<file path="src/design/dhnc_pkg.sv">
package dhnc_pkg;

    localparam int LEN_W = 5;

    localparam logic CMD_INSERT = 1'b0;
    localparam logic CMD_LOOKUP = 1'b1;

    typedef enum logic [2:0] {
        ST_INSERTED    = 3'd0,
        ST_INCREMENTED = 3'd1,
        ST_FOUND       = 3'd2,
        ST_NOT_FOUND   = 3'd3,
        ST_FULL        = 3'd4,
        ST_TOO_LONG    = 3'd5
    } status_t;

    typedef struct packed {
        logic    take_byte;
        logic    prb_rd;
        logic    prb_next;
        logic    collide;
        logic    cmp_start;
        logic    char_rd;
        logic    j_next;
        logic    char_wr;
        logic    cnt_wr;
        logic    claim;
        logic    set_res;
        status_t res_code;
        logic    load_out;
    } cmd_t;

    typedef struct packed {
        logic overflow_now;
        logic is_lookup;
        logic slot_used;
        logic len_eq;
        logic char_eq;
        logic j_last;
        logic i_last;
        logic out_free;
    } stat_t;

endpackage

</file>
<file path="src/design/dhnc_ctrl.sv">
module dhnc_ctrl
    import dhnc_pkg::*;
(
    input  logic  clk,
    input  logic  rst_n,
    input  logic  in_valid,
    input  logic  in_last,
    output logic  in_ready,
    input  stat_t st,
    output cmd_t  cmd
);

    typedef enum logic [7:0] {
        S_IDLE   = 8'b0000_0001,
        S_PRB_RD = 8'b0000_0010,
        S_PRB_CK = 8'b0000_0100,
        S_CMP_RD = 8'b0000_1000,
        S_CMP_CK = 8'b0001_0000,
        S_CPY_RD = 8'b0010_0000,
        S_CPY_WR = 8'b0100_0000,
        S_DONE   = 8'b1000_0000
    } state_t;

    state_t state_reg;
    state_t state_next;

    always_ff @(posedge clk or negedge rst_n)
    begin
        if (!rst_n)
        begin
            state_reg <= S_IDLE;
        end
        else
        begin
            state_reg <= state_next;
        end
    end

    always_comb
    begin
        state_next = state_reg;
        cmd = '0;
        cmd.res_code = ST_NOT_FOUND;
        in_ready = 1'b0;
        case (state_reg)
            S_IDLE:
            begin
                in_ready = 1'b1;
                if (in_valid)
                begin
                    cmd.take_byte = 1'b1;
                    if (in_last)
                    begin
                        if (st.overflow_now)
                        begin
                            cmd.set_res = 1'b1;
                            cmd.res_code = ST_TOO_LONG;
                            state_next = S_DONE;
                        end
                        else
                        begin
                            state_next = S_PRB_RD;
                        end
                    end
                end
            end
            S_PRB_RD:
            begin
                cmd.prb_rd = 1'b1;
                state_next = S_PRB_CK;
            end
            S_PRB_CK, S_CMP_CK:
            begin
                if (state_reg == S_PRB_CK && !st.slot_used)
                begin
                    if (st.is_lookup)
                    begin
                        cmd.set_res = 1'b1;
                        cmd.res_code = ST_NOT_FOUND;
                        state_next = S_DONE;
                    end
                    else
                    begin
                        cmd.cmp_start = 1'b1;
                        state_next = S_CPY_RD;
                    end
                end
                else if (state_reg == S_PRB_CK && st.len_eq)
                begin
                    cmd.cmp_start = 1'b1;
                    state_next = S_CMP_RD;
                end
                else if (state_reg == S_CMP_CK && st.char_eq && !st.j_last)
                begin
                    cmd.j_next = 1'b1;
                    state_next = S_CMP_RD;
                end
                else if (state_reg == S_CMP_CK && st.char_eq)
                begin
                    cmd.set_res = 1'b1;
                    cmd.cnt_wr = !st.is_lookup;
                    cmd.res_code = st.is_lookup ? ST_FOUND : ST_INCREMENTED;
                    state_next = S_DONE;
                end
                else
                begin
                    cmd.collide = !st.is_lookup;
                    if (st.i_last)
                    begin
                        cmd.set_res = 1'b1;
                        cmd.res_code = st.is_lookup ? ST_NOT_FOUND : ST_FULL;
                        state_next = S_DONE;
                    end
                    else
                    begin
                        cmd.prb_next = 1'b1;
                        state_next = S_PRB_RD;
                    end
                end
            end
            S_CMP_RD:
            begin
                cmd.char_rd = 1'b1;
                state_next = S_CMP_CK;
            end
            S_CPY_RD:
            begin
                cmd.char_rd = 1'b1;
                state_next = S_CPY_WR;
            end
            S_CPY_WR:
            begin
                cmd.char_wr = 1'b1;
                if (st.j_last)
                begin
                    cmd.claim = 1'b1;
                    cmd.set_res = 1'b1;
                    cmd.res_code = ST_INSERTED;
                    state_next = S_DONE;
                end
                else
                begin
                    cmd.j_next = 1'b1;
                    state_next = S_CPY_RD;
                end
            end
            S_DONE:
            begin
                if (st.out_free)
                begin
                    cmd.load_out = 1'b1;
                    state_next = S_IDLE;
                end
            end
            default:
            begin
                state_next = S_IDLE;
            end
        endcase
    end

endmodule

</file>
<file path="config.mk">
export PLATFORM = sky130hd
export DESIGN_NAME = dhnc_ctrl
export DESIGN_NICKNAME = d
export VERILOG_FILES = /design/src/design/dhnc_pkg.sv /design/src/design/dhnc_ctrl.sv
export SDC_FILE = /design/constraint.sdc
export NUM_CORES = 1
export LEC_CHECK = 0
export BUFFER_PORTS_ARGS = -buffer_cell sky130_fd_sc_hd__buf_2
export CORE_MARGIN = 5
export CORE_UTILIZATION = 50
export CTS_BUF_LIST = sky130_fd_sc_hd__clkbuf_8
export DETAILED_ROUTE_END_ITERATION = 8
export GPL_TIMING_DRIVEN = 1
export PLACE_DENSITY = 0.82
export REMOVE_ABC_BUFFERS = 1
export SKIP_LAST_GASP = 1
export SYNTH_ARGS = -nofsm -noshare
export SYNTH_HDL_FRONTEND = slang
export SYNTH_SLANG_ARGS = --single-unit
</file>
<file path="constraint.sdc">
create_clock -name clk -period 4.6 [get_ports clk]
set_input_delay 0.69 -clock clk [delete_from_list [all_inputs] [get_ports clk]]
set_output_delay 0.69 -clock clk [all_outputs]
set_load 0.005 [all_outputs]
</file>
==> summary.txt <==
Cts repair resizes - 0
Fin crit share - 63.63%
Antenna Cells - 0
Kind of end point of the critical path - output port
WP data arrival - 2.24 ns
Synth top area share - 25.18%
Die Footprint - 2237 um^2
R2R Setup Slk - 2.57 ns
Std-Cell Rows - 13
Placement Setup Slack - 1.929 ns
Share of cells above drive strength 1 - 37.04%
Synth Flop Type - dfrtp_1
Fin Hold WS - 0.2955 ns
Grt ovf - 0
Routability cong. - 0.8627
Initial antenna violation count - 0
Final Skew - 0.003704 ns
Lkg Pwr - 0.0004781 uW
Final Hold Fails - 0
Setup Viol. Count Final - 0
Asr flop ratio synth - 100.0%
Tightest Pin Transition - 0.5885 ns
Number of CTS-inserted buffers - 3
Largest register FFs - 8
Seq/Total Area, Yosys - 28.96%
Min-Delay Path Class - in2async
Nets - 121
Ys Warns - 0
Die Wd - 47.30 um
CTS H-tree depth - 1
Max Buffers Root-to-Sink - 2
Most frequent cells after synthesis - nor2_1 (10), dfrtp_1 (7), inv_1 (5)
Max-cap violations - 0
Setup ws final - 1.673 ns
CTS Sinks - 8
Leading area contributor after synthesis - dfrtp_1
I/O Pins - 28
Slew HR - 60.47%
Required @ worst endpoint - 3.91 ns
Initial DRC Count - 22
Gr usage total - 17.59%
Worst-path maximum fanout - 12
Die Y - 47.30 um
Clk_lat worst skew - 0.23 ns
Final WL - 1809 um
Port Buf Inserts - 27
Fmax - 341.6 MHz
Drt pass-1 iters - 4
Min Clock Period, post-route - 2.927 ns
Via Count - 728
Slew Limit Fails - 0
DRC - 0
Area Growth Syn to Fin - 27.52%
Pin count of the biggest net entering global routing - 13
P per Cell Area - 410.1 nW/um^2
Vias per cell - 5.919
ANT nets after route - 0
Synthesized instance count - 78
Hold Buf Count CTS - 0
Syn Area/Cell - 8.919 um^2
Routed WL per cell - 14.71 um
Post-synth EDFFs - 0
Count leader, synth - nor2_1
CTS Root Cell - clkbuf_8
Vias in the first global route - 704
Synth Register Bits - 8
Final HPWL DP - 1378 um
RSZ-0062 raised after global routing - false
Startpoint types - flip-flop
Top area cells in the synthesized netlist - dfrtp_1 (25%), nor4_4 (6.1%), and4b_1 (5.8%)
CORE AREA - 1301 um^2
Global-route wire length before repair - 2849 um
Post-CTS Setup Bufs - 0
Starting Density - 53.46%
Clk slew on worst S/H paths - 0.04 ns
Setup TNS - 0 ns
CP Class - reg2out
Peak supply drop - 0.0003873 V
CTS tree - done
Layout fillers - 112
Synth cell types - 39
Synthesized cell area - 695.7 um^2
Status - finished, final reports clean
worst max-delay path, stage by stage, from the launching register on:
cell and delay, ns:
dfrtp_1 0.42, nor4_4 0.60, nand2_2 0.17, or3_1 0.35, a211o_1 0.31, nand2_1 0.06, buf_2 0.10
layout by cell type, fill, tap and decap left out, types with 2 or more instances in the layout:
| cell type | synthesis | routed |
|---|---|---|
| and4b_1 | 4 | 4 |
| nand4_1 | 2 | 2 |
| nor2b_1 | 2 | 2 |
| o21a_1 | 2 | 2 |
| nand3_1 | 4 | 4 |
| inv_1 | 5 | 6 |
| nor4_4 | 2 | 2 |
| nor3_1 | 3 | 3 |
| clkbuf_8 | 0 | 3 |
| buf_2 | 0 | 27 |
| nor4b_1 | 2 | 2 |
| a21oi_1 | 4 | 4 |
| nor2_1 | 10 | 10 |
| o21ai_0 | 2 | 2 |
| dfrtp_1 | 7 | 7 |
| nand2_1 | 3 | 3 |
| o21ai_1 | 2 | 2 |
kinds of logic after synthesis:
logic type,after synthesis,share of synthesized area (%)
xor gates and xnor gates,1,1.259
and+or+nand+nor,44,46.59
DFF,8,28.96
buffers and inverters,6,3.778
muxes,1,1.439
AOI/OAI and AO/OA,18,17.99
worst paths after layout:
check / end / start / cells after the start
min in group clk: state_reg[2] / state_reg[0] / 1
max in group asynchronous: state_reg[0] / rst_n / 1
hold reg to reg: state_reg[2] / state_reg[0] / 1
hold / removal: state_reg[6] / rst_n / 1
setup / recovery: cmd[4] / state_reg[6] / 6
setup reg to reg: state_reg[1] / state_reg[6] / 5
where the power goes:
part / switching [uW] / internal, uW
combinational: 87.9 / 77.7
sequential: 26.5 / 86.9
clock: 27.1 / 57.7
area by class of cell:
cell class                 count  area [um^2]  area share (%)
clock inverter                 1        3.754          0.4231
sequential                     8        201.4           22.71
multi-input combinational     64        467.9           52.75
tap                           15        18.77           2.116
clock buffer                   3        41.29           4.654
timing repair buffer          27        135.1           15.23
inverter                       5        18.77           2.116
routing by layer:
layer / track usage (%) / vias to the layer above / wire length, um
met5: 0 / - / 0
met4: 4.972 / 0 / 0
met3: 1.533 / 0 / 138
met2: 30.75 / 37 / 876
met1: 22.84 / 329 / 794
li1: - / 362 / -
through the flow:
stage | utilization, % | cell area [um^2] | power [uW] | cells
floorplan | - | 688.2 | 228.8 | 77
global placement | 64.71 | 842.1 | 275.0 | 119
detailed placement | 64.71 | 842.1 | 276.3 | 119
CTS | 68.17 | 887.1 | 366.4 | 123
global route | 68.17 | 887.1 | 394.0 | 123
finish | 68.17 | 887.1 | 363.8 | 123
No activity file was read; power rests on OpenSTA's default activity.
